**src/bmpf_pkg.sv**
```systemverilog
// shared types and constants of the ble midi packet framer
`default_nettype none

package bmpf_pkg;

    // packet buffer depth, default for the top level parameter
    localparam int PACKET_BYTES_DEF = 20;

    // header and timestamp byte construction
    localparam logic [7:0] TS_MARK    = 8'h80;
    localparam logic [5:0] TS_HI_MASK = 6'h3F;
    localparam logic [6:0] TS_LO_MASK = 7'h7F;

    typedef enum logic [1:0] {
        OP_MESSAGE    = 2'd0,
        OP_FLUSH      = 2'd1,
        OP_CONNECT    = 2'd2,
        OP_DISCONNECT = 2'd3
    } t_opcode;

    typedef enum logic [2:0] {
        SEL_HDR,
        SEL_TS,
        SEL_B0,
        SEL_B1,
        SEL_B2
    } t_wr_sel;

    typedef enum logic [3:0] {
        ST_IDLE,
        ST_EVAL,
        ST_RD_START,
        ST_DRAIN,
        ST_WR_HDR,
        ST_WR_TS,
        ST_WR_B0,
        ST_WR_B1,
        ST_WR_B2
    } t_state;

    typedef struct packed {
        logic    capture;
        logic    set_link;
        logic    clr_link;
        logic    clr_fill;
        logic    wr_en;
        t_wr_sel wr_sel;
        logic    rd_start;
        logic    rd_next;
    } t_dp_cmd;

    typedef struct packed {
        t_opcode     op;
        logic [1:0]  len;
        logic        link_up;
        logic        out_en;
        logic        fill_zero;
        logic        fill_ge3;
        logic        no_fit;
        logic        rd_last;
        logic        out_free;
    } t_dp_status;

endpackage

`default_nettype wire

```
**src/bmpf_ctrl.sv**
```systemverilog
// controller state machine of the ble midi packet framer
`default_nettype none

module bmpf_ctrl
    import bmpf_pkg::*;
(
    input  wire         i_clk,
    input  wire         i_rst_n,
    input  wire         s_axis_tvalid,
    output logic        s_axis_tready,
    input  t_dp_status  i_status,
    output t_dp_cmd     o_cmd
);

    t_state r_state;
    t_state n_state;

    always_ff @(posedge i_clk) begin
        if (!i_rst_n) begin
            r_state <= ST_IDLE;
        end else begin
            r_state <= n_state;
        end
    end

    always_comb begin
        n_state       = r_state;
        o_cmd         = '0;
        o_cmd.wr_sel  = SEL_HDR;
        s_axis_tready = 1'b0;
        case (r_state)
            ST_IDLE: begin
                s_axis_tready = 1'b1;
                if (s_axis_tvalid) begin
                    o_cmd.capture = 1'b1;
                    n_state       = ST_EVAL;
                end
            end
            ST_EVAL: begin
                n_state = ST_IDLE;
                case (i_status.op)
                    OP_MESSAGE: begin
                        if (!i_status.link_up || !i_status.out_en || i_status.len == 2'd0) begin
                            n_state = ST_IDLE;
                        end else if (i_status.fill_zero || i_status.no_fit) begin
                            if (i_status.fill_ge3) begin
                                n_state = ST_RD_START;
                            end else begin
                                // short packet dropped before reopening
                                o_cmd.clr_fill = 1'b1;
                                n_state        = ST_WR_HDR;
                            end
                        end else begin
                            n_state = ST_WR_TS;
                        end
                    end
                    OP_FLUSH: begin
                        if (i_status.fill_ge3) begin
                            n_state = ST_RD_START;
                        end else begin
                            o_cmd.clr_fill = 1'b1;
                        end
                    end
                    OP_CONNECT: begin
                        o_cmd.set_link = 1'b1;
                    end
                    OP_DISCONNECT: begin
                        o_cmd.clr_link = 1'b1;
                        o_cmd.clr_fill = 1'b1;
                    end
                    default: begin
                        n_state = ST_IDLE;
                    end
                endcase
            end
            ST_RD_START: begin
                o_cmd.rd_start = 1'b1;
                n_state        = ST_DRAIN;
            end
            ST_DRAIN: begin
                if (i_status.out_free) begin
                    o_cmd.rd_next = 1'b1;
                    if (i_status.rd_last) begin
                        o_cmd.clr_fill = 1'b1;
                        n_state = (i_status.op == OP_MESSAGE) ? ST_WR_HDR : ST_IDLE;
                    end
                end
            end
            ST_WR_HDR: begin
                o_cmd.wr_en  = 1'b1;
                o_cmd.wr_sel = SEL_HDR;
                n_state      = ST_WR_TS;
            end
            ST_WR_TS: begin
                o_cmd.wr_en  = 1'b1;
                o_cmd.wr_sel = SEL_TS;
                n_state      = ST_WR_B0;
            end
            ST_WR_B0: begin
                o_cmd.wr_en  = 1'b1;
                o_cmd.wr_sel = SEL_B0;
                n_state      = (i_status.len >= 2'd2) ? ST_WR_B1 : ST_IDLE;
            end
            ST_WR_B1: begin
                o_cmd.wr_en  = 1'b1;
                o_cmd.wr_sel = SEL_B1;
                n_state      = (i_status.len == 2'd3) ? ST_WR_B2 : ST_IDLE;
            end
            ST_WR_B2: begin
                o_cmd.wr_en  = 1'b1;
                o_cmd.wr_sel = SEL_B2;
                n_state      = ST_IDLE;
            end
            default: begin
                n_state = ST_IDLE;
            end
        endcase
    end

endmodule

`default_nettype wire

```
**src/bmpf_dp.sv**
```systemverilog
// datapath of the ble midi packet framer: item register, packet buffer, output register
`default_nettype none

module bmpf_dp
    import bmpf_pkg::*;
#(
    parameter int PACKET_BYTES = PACKET_BYTES_DEF
) (
    input  wire         i_clk,
    input  wire         i_rst_n,
    input  wire  [39:0] s_axis_tdata,
    input  wire  [1:0]  s_axis_tuser,
    output logic        m_axis_tvalid,
    input  wire         m_axis_tready,
    output logic [7:0]  m_axis_tdata,
    output logic        m_axis_tlast,
    input  wire         i_cfg_wen,
    input  wire         i_cfg_wdata,
    input  t_dp_cmd     i_cmd,
    output t_dp_status  o_status
);

    localparam int FW = $clog2(PACKET_BYTES + 1);
    localparam int AW = $clog2(PACKET_BYTES);
    localparam int SW = FW + 1;

    // latched item
    t_opcode     r_op;
    logic [1:0]  r_len;
    logic [7:0]  r_b0;
    logic [7:0]  r_b1;
    logic [7:0]  r_b2;
    logic [12:0] r_time;

    logic          r_link_up;
    logic          r_out_en;
    logic [FW-1:0] r_fill;
    logic [AW-1:0] r_rd_idx;
    logic [7:0]    r_rd_data;
    logic [7:0]    r_mem [PACKET_BYTES];

    logic       r_out_valid;
    logic [7:0] r_out_byte;
    logic       r_out_last;

    logic [7:0]    wr_byte;
    logic [SW-1:0] need;
    logic          rd_last;
    logic          out_free;
    logic          wr_ok;
    logic [AW-1:0] rd_addr;
    logic          rd_en;

    always_ff @(posedge i_clk) begin
        if (i_cmd.capture) begin
            r_op   <= t_opcode'(s_axis_tuser);
            r_len  <= s_axis_tdata[1:0];
            r_b0   <= s_axis_tdata[9:2];
            r_b1   <= s_axis_tdata[17:10];
            r_b2   <= s_axis_tdata[25:18];
            r_time <= s_axis_tdata[38:26];
        end
    end

    always_comb begin
        case (i_cmd.wr_sel)
            SEL_HDR: wr_byte = TS_MARK | {2'b00, r_time[12:7] & TS_HI_MASK};
            SEL_TS:  wr_byte = TS_MARK | {1'b0, r_time[6:0] & TS_LO_MASK};
            SEL_B0:  wr_byte = r_b0;
            SEL_B1:  wr_byte = r_b1;
            SEL_B2:  wr_byte = r_b2;
            default: wr_byte = r_b0;
        endcase
    end

    assign need     = SW'(r_fill) + SW'(r_len) + SW'(1);
    assign rd_last  = (r_rd_idx == AW'(r_fill - FW'(1)));
    assign out_free = !r_out_valid || m_axis_tready;
    assign wr_ok    = i_cmd.wr_en && (r_fill < FW'(PACKET_BYTES));
    assign rd_addr  = i_cmd.rd_start ? '0 : AW'(r_rd_idx + AW'(1));
    assign rd_en    = i_cmd.rd_start || (i_cmd.rd_next && !rd_last);

    always_ff @(posedge i_clk) begin
        if (!i_rst_n) begin
            r_link_up <= 1'b0;
            r_out_en  <= 1'b1;
            r_fill    <= '0;
        end else begin
            if (i_cfg_wen) begin
                r_out_en <= i_cfg_wdata;
            end
            if (i_cmd.set_link) begin
                r_link_up <= 1'b1;
            end else if (i_cmd.clr_link) begin
                r_link_up <= 1'b0;
            end
            if (i_cmd.clr_fill) begin
                r_fill <= '0;
            end else if (wr_ok) begin
                r_fill <= r_fill + FW'(1);
            end
        end
    end

    // packet buffer, one write and one registered read port
    always_ff @(posedge i_clk) begin
        if (wr_ok) begin
            r_mem[r_fill[AW-1:0]] <= wr_byte;
        end
        if (rd_en) begin
            r_rd_data <= r_mem[rd_addr];
        end
    end

    always_ff @(posedge i_clk) begin
        if (i_cmd.rd_start) begin
            r_rd_idx <= '0;
        end else if (i_cmd.rd_next) begin
            r_rd_idx <= AW'(r_rd_idx + AW'(1));
        end
    end

    always_ff @(posedge i_clk) begin
        if (!i_rst_n) begin
            r_out_valid <= 1'b0;
        end else if (i_cmd.rd_next) begin
            r_out_valid <= 1'b1;
        end else if (m_axis_tready) begin
            r_out_valid <= 1'b0;
        end
    end

    always_ff @(posedge i_clk) begin
        if (i_cmd.rd_next) begin
            r_out_byte <= r_rd_data;
            r_out_last <= rd_last;
        end
    end

    assign m_axis_tvalid = r_out_valid;
    assign m_axis_tdata  = r_out_byte;
    assign m_axis_tlast  = r_out_last;

    always_comb begin
        o_status.op        = r_op;
        o_status.len       = r_len;
        o_status.link_up   = r_link_up;
        o_status.out_en    = r_out_en;
        o_status.fill_zero = (r_fill == '0);
        o_status.fill_ge3  = (r_fill >= FW'(3));
        o_status.no_fit    = (need > SW'(PACKET_BYTES));
        o_status.rd_last   = rd_last;
        o_status.out_free  = out_free;
    end

    a_fill_bound: assert property (@(posedge i_clk) disable iff (!i_rst_n)
        r_fill <= FW'(PACKET_BYTES))
        else $error("fill count beyond packet buffer");

    a_wr_room: assert property (@(posedge i_clk) disable iff (!i_rst_n)
        i_cmd.wr_en |-> r_fill < FW'(PACKET_BYTES))
        else $error("byte write into a full packet buffer");

    a_load_free: assert property (@(posedge i_clk) disable iff (!i_rst_n)
        i_cmd.rd_next |-> out_free)
        else $error("output register overwritten while still held");

    a_drain_empty: assert property (@(posedge i_clk) disable iff (!i_rst_n)
        (i_cmd.rd_next && rd_last) |=> (r_fill == '0) && m_axis_tlast)
        else $error("buffer not emptied after last beat of a packet");

endmodule

`default_nettype wire

```
**src/ble_midi_packet_framer_top.sv**
```systemverilog
// top level of the ble midi packet framer
// Packs MIDI messages of 1 to 3 bytes into BLE-MIDI packets of up to
// PACKET_BYTES bytes. One input beat carries a command in s_axis_tuser: a
// message, a flush, a connect or a disconnect. A message opens a packet with a
// header byte when the buffer is empty or would overflow (a buffered packet is
// sent first in that case if it holds 3 or more bytes, else dropped), then adds a
// timestamp-low byte and its own bytes. A flush sends the buffered packet as a
// run of beats ending in tlast, or drops it when it holds fewer than 3 bytes.
// Messages are ignored while not connected or while output_enable is 0; a
// disconnect empties the buffer silently. An item is accepted in ST_IDLE and
// decided in ST_EVAL, then a message writes its 2 to 5 bytes at one per cycle
// into the single-port write side of the packet buffer. Sending a packet takes
// a read setup step, then one beat per cycle from the buffer's registered read
// port while m_axis_tready is high or the output register is empty.
// The block takes one item at a time; a finished beat can wait in the output
// register while the next item is accepted.
`default_nettype none

module ble_midi_packet_framer_top
    import bmpf_pkg::*;
#(
    parameter int PACKET_BYTES = PACKET_BYTES_DEF
) (
    input  wire         i_clk,
    input  wire         i_rst_n,
    // input stream
    input  wire         s_axis_tvalid,
    output logic        s_axis_tready,
    // [1:0] message_length, [9:2] message_byte_first, [17:10] message_byte_second,
    // [25:18] message_byte_third, [38:26] time_millis, [39] zero
    input  wire  [39:0] s_axis_tdata,
    // [1:0] opcode
    input  wire  [1:0]  s_axis_tuser,
    // output stream
    output logic        m_axis_tvalid,
    input  wire         m_axis_tready,
    // [7:0] packet_byte
    output logic [7:0]  m_axis_tdata,
    // packet_last
    output logic        m_axis_tlast,
    // output_enable register write
    input  wire         i_cfg_wen,
    input  wire         i_cfg_wdata
);

    t_dp_cmd    cmd;
    t_dp_status status;

    // state machine: accept, decide, drain, byte writes
    bmpf_ctrl u_ctrl (
        .i_clk         (i_clk),
        .i_rst_n       (i_rst_n),
        .s_axis_tvalid (s_axis_tvalid),
        .s_axis_tready (s_axis_tready),
        .i_status      (status),
        .o_cmd         (cmd)
    );

    // item register, link and enable flags, packet buffer and output beat
    bmpf_dp #(
        .PACKET_BYTES (PACKET_BYTES)
    ) u_dp (
        .i_clk         (i_clk),
        .i_rst_n       (i_rst_n),
        .s_axis_tdata  (s_axis_tdata),
        .s_axis_tuser  (s_axis_tuser),
        .m_axis_tvalid (m_axis_tvalid),
        .m_axis_tready (m_axis_tready),
        .m_axis_tdata  (m_axis_tdata),
        .m_axis_tlast  (m_axis_tlast),
        .i_cfg_wen     (i_cfg_wen),
        .i_cfg_wdata   (i_cfg_wdata),
        .i_cmd         (cmd),
        .o_status      (status)
    );

endmodule

`default_nettype wire
```
**config.mk**
```make
export PLATFORM = sky130hd
export DESIGN_NAME = ble_midi_packet_framer_top
export DESIGN_NICKNAME = d
export VERILOG_FILES = /design/src/bmpf_pkg.sv /design/src/bmpf_ctrl.sv /design/src/bmpf_dp.sv /design/src/ble_midi_packet_framer_top.sv
export SDC_FILE = /design/constraint.sdc
export NUM_CORES = 1
export LEC_CHECK = 0
export BUFFER_PORTS_ARGS = -buffer_cell sky130_fd_sc_hd__buf_2
export CAP_MARGIN = 10
export CORE_ASPECT_RATIO = 1.2
export CORE_UTILIZATION = 55
export DETAILED_ROUTE_END_ITERATION = 10
export GPL_TIMING_DRIVEN = 1
export HOLD_SLACK_MARGIN = 0.05
export PLACE_DENSITY = 0.77
export RECOVER_POWER = 50
export SETUP_SLACK_MARGIN = 0.1
export SKIP_CTS_REPAIR_TIMING = 1
export SLEW_MARGIN = 20
export SYNTH_ARGS = -nofsm -noshare
export SYNTH_HDL_FRONTEND = slang
export SYNTH_HIERARCHICAL = 1
export SYNTH_SLANG_ARGS = --single-unit
```
**constraint.sdc**
```tcl
create_clock -name i_clk -period 3.8 [get_ports i_clk]
set_input_delay 0.57 -clock i_clk [delete_from_list [all_inputs] [get_ports i_clk]]
set_output_delay 0.57 -clock i_clk [all_outputs]
set_load 0.005 [all_outputs]
```
# [Yosys cells after proc, flatten, opt, wreduce, memory -nomap -nowiden]
# Memory sizes are Yosys's and may differ from the RTL's. A register that Yosys moved wholly into a read port is not among the register bits.
# Cells that the tools add are included.
[classes] addsub=5 n_lt_le_gt_ge=4 eq_ne=19 muxes=37 n_bitwise=1 n_reduce_logical=20
[op_table] op="case mux 4 bit (8 select lines)" count=1
[op_table] op="case mux 8 bit (4 select lines)" count=1
[op_table] op="two-way mux 4 bit" count=6
[op_table] op="case mux 4 bit (5 select lines)" count=1
[op_table] op="two-way mux 1 bit" count=19
[op_table] op="== test 4 x 3 -> 1 bit (second input constant)" count=4
[op_table] op="adder 5 x 1 -> 5 bit (second input constant)" count=2
[op_table] op="two-way mux 3 bit" count=3
[op_table] op="== test 4 x 2 -> 1 bit (second input constant)" count=2
[op_table] op="case mux 4 bit (2 select lines)" count=1
[op_table] op="adder 5 x 2 -> 6 bit" count=1
[op_table] op="adder 6 x 1 -> 6 bit (second input constant)" count=1
[op_table] op="== test 2 bit (second input constant)" count=3
[op_table] op="> comparator 6 x 5 -> 1 bit (second input constant)" count=1
[op_table] op="== test 5 bit" count=1
[op_table] op="greater-or-equal comparator 5 x 2 -> 1 bit (second input constant)" count=1
[op_table] op="logical NOT 5 bit" count=1
[op_table] op="logical OR 1 bit" count=5
[op_table] op="less-than comparator 5 bit (second input constant)" count=1
[op_table] op="two-way mux 5 bit" count=1
[op_table] op="subtractor 5 x 1 -> 5 bit (second input constant)" count=1
[op_table] op="== test 4 x 1 -> 1 bit (second input constant)" count=1
[op_table] op="== test 4 bit (second input constant)" count=1
[op_table] op="logical NOT 1 bit" count=4
[op_table] op="18 further kinds" count=23
[totals] regBits=67 ramBits=160 output_inout_bits=11 elab_cells=101 n_memories=1
[memory_table] name="u_dp.r_mem" depth=20 width=8 rd=1 rd_ports_with_merged_regs=1 wr=1 line="bmpf_dp.sv:40" source="logic [7:0] r_mem [PACKET_BYTES];"

# [Depth between registers and ports, before layout]
[logic_depth] word_depth=9 ltp_mapped=15 depth_no_buf=15

# [By module]
# Netlist, hierarchy kept.
[modules_own_cells] mod="bmpf_dp" instances=1 cells_per_inst=661 area_per_inst_um2=9631.7 seq_area_each_um2=6806.5
[modules_own_cells] mod="bmpf_ctrl" instances=1 cells_per_inst=60 area_per_inst_um2=461.7 seq_area_each_um2=80.1

# [Worst setup path before layout]
# OpenSTA, ideal clock, no wires.
[synth_timing] path_kind="reg2reg" from="register u_ctrl.r_state[2]" to="memory u_dp.r_mem[0][7], data pin" setup_ns=0.321 arrival_time_ns=2.360 t_required_ns=3.479 slack_ns=1.119 stages_incl_launch_ff=9 path_buffers=4 cell_sequence="dfxtp_1 -> clkbuf_1 -> nand2_1 -> nor2_1 -> buf_2 -> clkbuf_1 -> buf_1 -> o22ai_1 -> a22oi_1"
[synth_lines] element="start, declared" line="bmpf_ctrl.sv:15" source="t_state r_state;"
[synth_lines] element="start signal, assigned" line="bmpf_ctrl.sv:22" source="r_state <= n_state;"
[synth_lines] element="end, declared" line="bmpf_dp.sv:40"

==> impl_metrics.tcl <==
set metrics [dict create \
    min_period_ns 3.19 \
    slew_viol_final 42 \
    crit_family "simple AND/OR/NAND/NOR gates" \
    pwr-share-seq_pct 53.3 \
    finish.cell_count_without_fillers 1004 \
    skew_ns 0.0137 \
    critPathMaxStageDelay_ns 0.82 \
    critPathBufInv 0 \
    synth_flop_cell "edfxtp_1" \
    clock-sinks 235 \
    tritoncts "yes" \
    start_kind "flip-flop" \
    cp-end-kind "flip-flop" \
    cts-root-buf "clkbuf_16" \
    drive_above_1_share_pct 16.2 \
    fin_area_mm2 0.0112 \
    ys_seq_area_share_pct 68.2 \
    numCtsBuffers 23 \
    wirelength_mm 20.2 \
    setup_viol 0 \
    crit_slowest_cell "or2_1" \
    criticalPathCategory "flip-flop to flip-flop" \
    cp.required_ns 4.05 \
    clockPowerShare_pct 40.2 \
    final_nets 826 \
    avgSynthCellArea_um2 14.0 \
    tns_ns 0 \
    fp.dieW_um 126 \
    synth_edf_count 218 \
    tightest_slew_ns 1.73 \
    fmax_mhz 314 \
    power.leakage_nw 3.75 \
    async_reset_ff_share_pct 0 \
    synth_cell_types 58 \
    swShare_pct 20.5 \
    ys_seq_elements 235 \
    antenna_left 0 \
    h-tree-depth 1 \
    coreArea_mm2 0.0178 \
    post-place-cells 965 \
    grt_max_degree 43 \
    syn_area_mm2 0.0101 \
    syn_nets 777 \
    clk_pin_slew_ns 0.06 \
    grt_usage_pct 22.0 \
    irDropWorstVdd_v 0.000402 \
    drt_iter0_markers 509 \
    switchingPower_mw 1.11 \
    wl_per_cell_um 20.1 \
    overflow 0 \
    drc 2 \
    finalCritPeriodShare_pct 83.9 \
    initial_core_util_pct 56.8 \
    dpl.hpwl_mm 13.0 \
    fillers 1305 \
    p_int_mw 4.30 \
    ys_warn_count 6 \
    die-height_um 150 \
    gp_congestion 0.940 \
    violations "DRC, capacitance limit, slew limit" \
    path_max_fanout 22 \
    drtPass1Iterations 9 \
    power_density_mw_per_mm2 482 \
    finish.utilization_pct 63.2 \
    hold_class "input pin to flip-flop" \
    io_pins 59 \
    antennaDiodeCount 0 \
    comb_power_share_pct 6.5 \
    grt_pass1_vias 5964 \
    die_area_mm2 0.0189 \
    finalHoldWorstSlack_ns 0.243 \
    grt_first_pass_wirelength_mm 31.6 \
    via_per_inst 6.00 \
    placed_area_mm2 0.0105 \
    clock_latency_ns 0.51 \
    critPathArrivalTime_ns 3.44 \
    hold_viol_final 0 \
    routed-via-count 6024 \
    syn_inst 721 \
    crit_chain "nand2b_1, nor3_2, or2_1, mux2_2, o211ai_1, a21oi_1, a221o_1" \
    port_buffers 57 \
    cts_buffer_depth 3 \
    drv_cap 1 \
    slew_headroom_pct -15.3 \
    antenna_found_initial 0 \
    rows 53 \
    rsz0062_at_grt "false" \
    status "complete, but fails checks" \
    area_growth_pct 11.2 \
]
## synthesized netlist by cell type (11+ instances only)
master	n	share of area (%)
a211oi_1	22	1.6
a21oi_1	25	1.2
a221o_1	11	1.1
a221oi_1	12	1.0
and2_1	24	1.5
buf_2	15	0.74
clkbuf_1	20	0.74
dfxtp_1	17	3.4
edfxtp_1	218	65
mux2i_1	25	2.5
nand2_1	77	2.9
nand3_1	17	0.84
nor2_1	28	1.0
nor2b_1	29	1.8
nor3_1	13	0.64
o21ai_0	21	1.0
## worst paths after layout
kind                                        from                             end  slack (ns)  cells past startpoint
setup / recovery  u_ctrl/r_state[1]$_SDFFE_PN0P_     u_dp/r_rd_data[0]$_DFFE_PP_        0.61                      7
hold / removal                   s_axis_tuser[1]          u_dp/r_op[1]$_DFFE_PP_        0.24                      1
setup reg to reg  u_ctrl/r_state[1]$_SDFFE_PN0P_     u_dp/r_rd_data[0]$_DFFE_PP_        0.61                      7
hold reg to reg      u_dp/r_rd_data[5]$_DFFE_PP_  u_dp/m_axis_tdata[5]$_DFFE_PP_        0.42                      0
## cell type report
type	count	area, um2	area share, %
repair buffers	74	399	3.56
well taps	220	275	2.45
flip-flops and latches	235	6890	61.4
clock inverters	6	81.3	0.724
clock buffers	33	643	5.73
multi-input cells	427	2910	25.9
inverters	9	33.8	0.301
## cells by family (layout without fill, tap and decap cells)
kind of cell | Yosys count | after routing | share of synthesized area, %
adder cells (fa/ha/maj) | 8 | 8 | 1.07
buffers and inverters | 59 | 122 | 3.01
multiplexers | 41 | 41 | 4.56
flip-flops | 235 | 235 | 68.2
AND/OR/NAND/NOR | 217 | 217 | 11.0
XOR/XNOR | 18 | 18 | 1.56
AO/OA/AOI/OAI | 143 | 143 | 10.5
## per-layer routing
metal	GRT usage, %	part of all wire [%]	vias to the layer above
li1	-	-	2836
met1	26.2	38	2904
met2	40.3	52	229
met3	3.41	6.1	55
met4	8.48	3.5	0
met5	0	0	-
## flip-flops by register name (all words and copies together), names as in the netlist, 5 cells and up
signal,count
u_dp/r_rd_data,8
u_dp/r_time,13
u_dp/r_b1,8
u_dp/r_rd_idx,5
u_dp/m_axis_tdata,8
u_dp/r_b0,8
u_dp/r_b2,8
u_dp/r_mem,160
u_dp/r_fill,5
## placed cells by master (no fill, tap or decap), types with 17 or more instances in the layout
cell type	netlist	layout
edfxtp_1	218	218
clkbuf_16	0	23
nand2_1	77	77
nand3_1	17	17
a211oi_1	22	22
buf_2	15	48
nor2b_1	29	29
a21oi_1	25	25
nor2_1	28	25
o21ai_0	21	21
mux2i_1	25	25
## power by group through the flow
stage	registers, mW	logic, mW	clock network [mW]
floorplan	2.93	0.256	0
global placement	2.94	0.338	0
detailed placement	2.94	0.351	0
CTS	2.89	0.354	2.21
global route	2.89	0.386	2.31
finish	2.89	0.353	2.17
## metrics by stage
stage | setup WS, ns | total power, mW
3_5_place_dp | 0.552 | 3.29
5_1_grt | 0.409 | 5.58
4_1_cts | 0.526 | 5.45
2_1_floorplan | 1.12 | 3.18
6_report | 0.611 | 5.41
3_3_place_gp | 0.687 | 3.28
(Power assumes the default switching activity.)
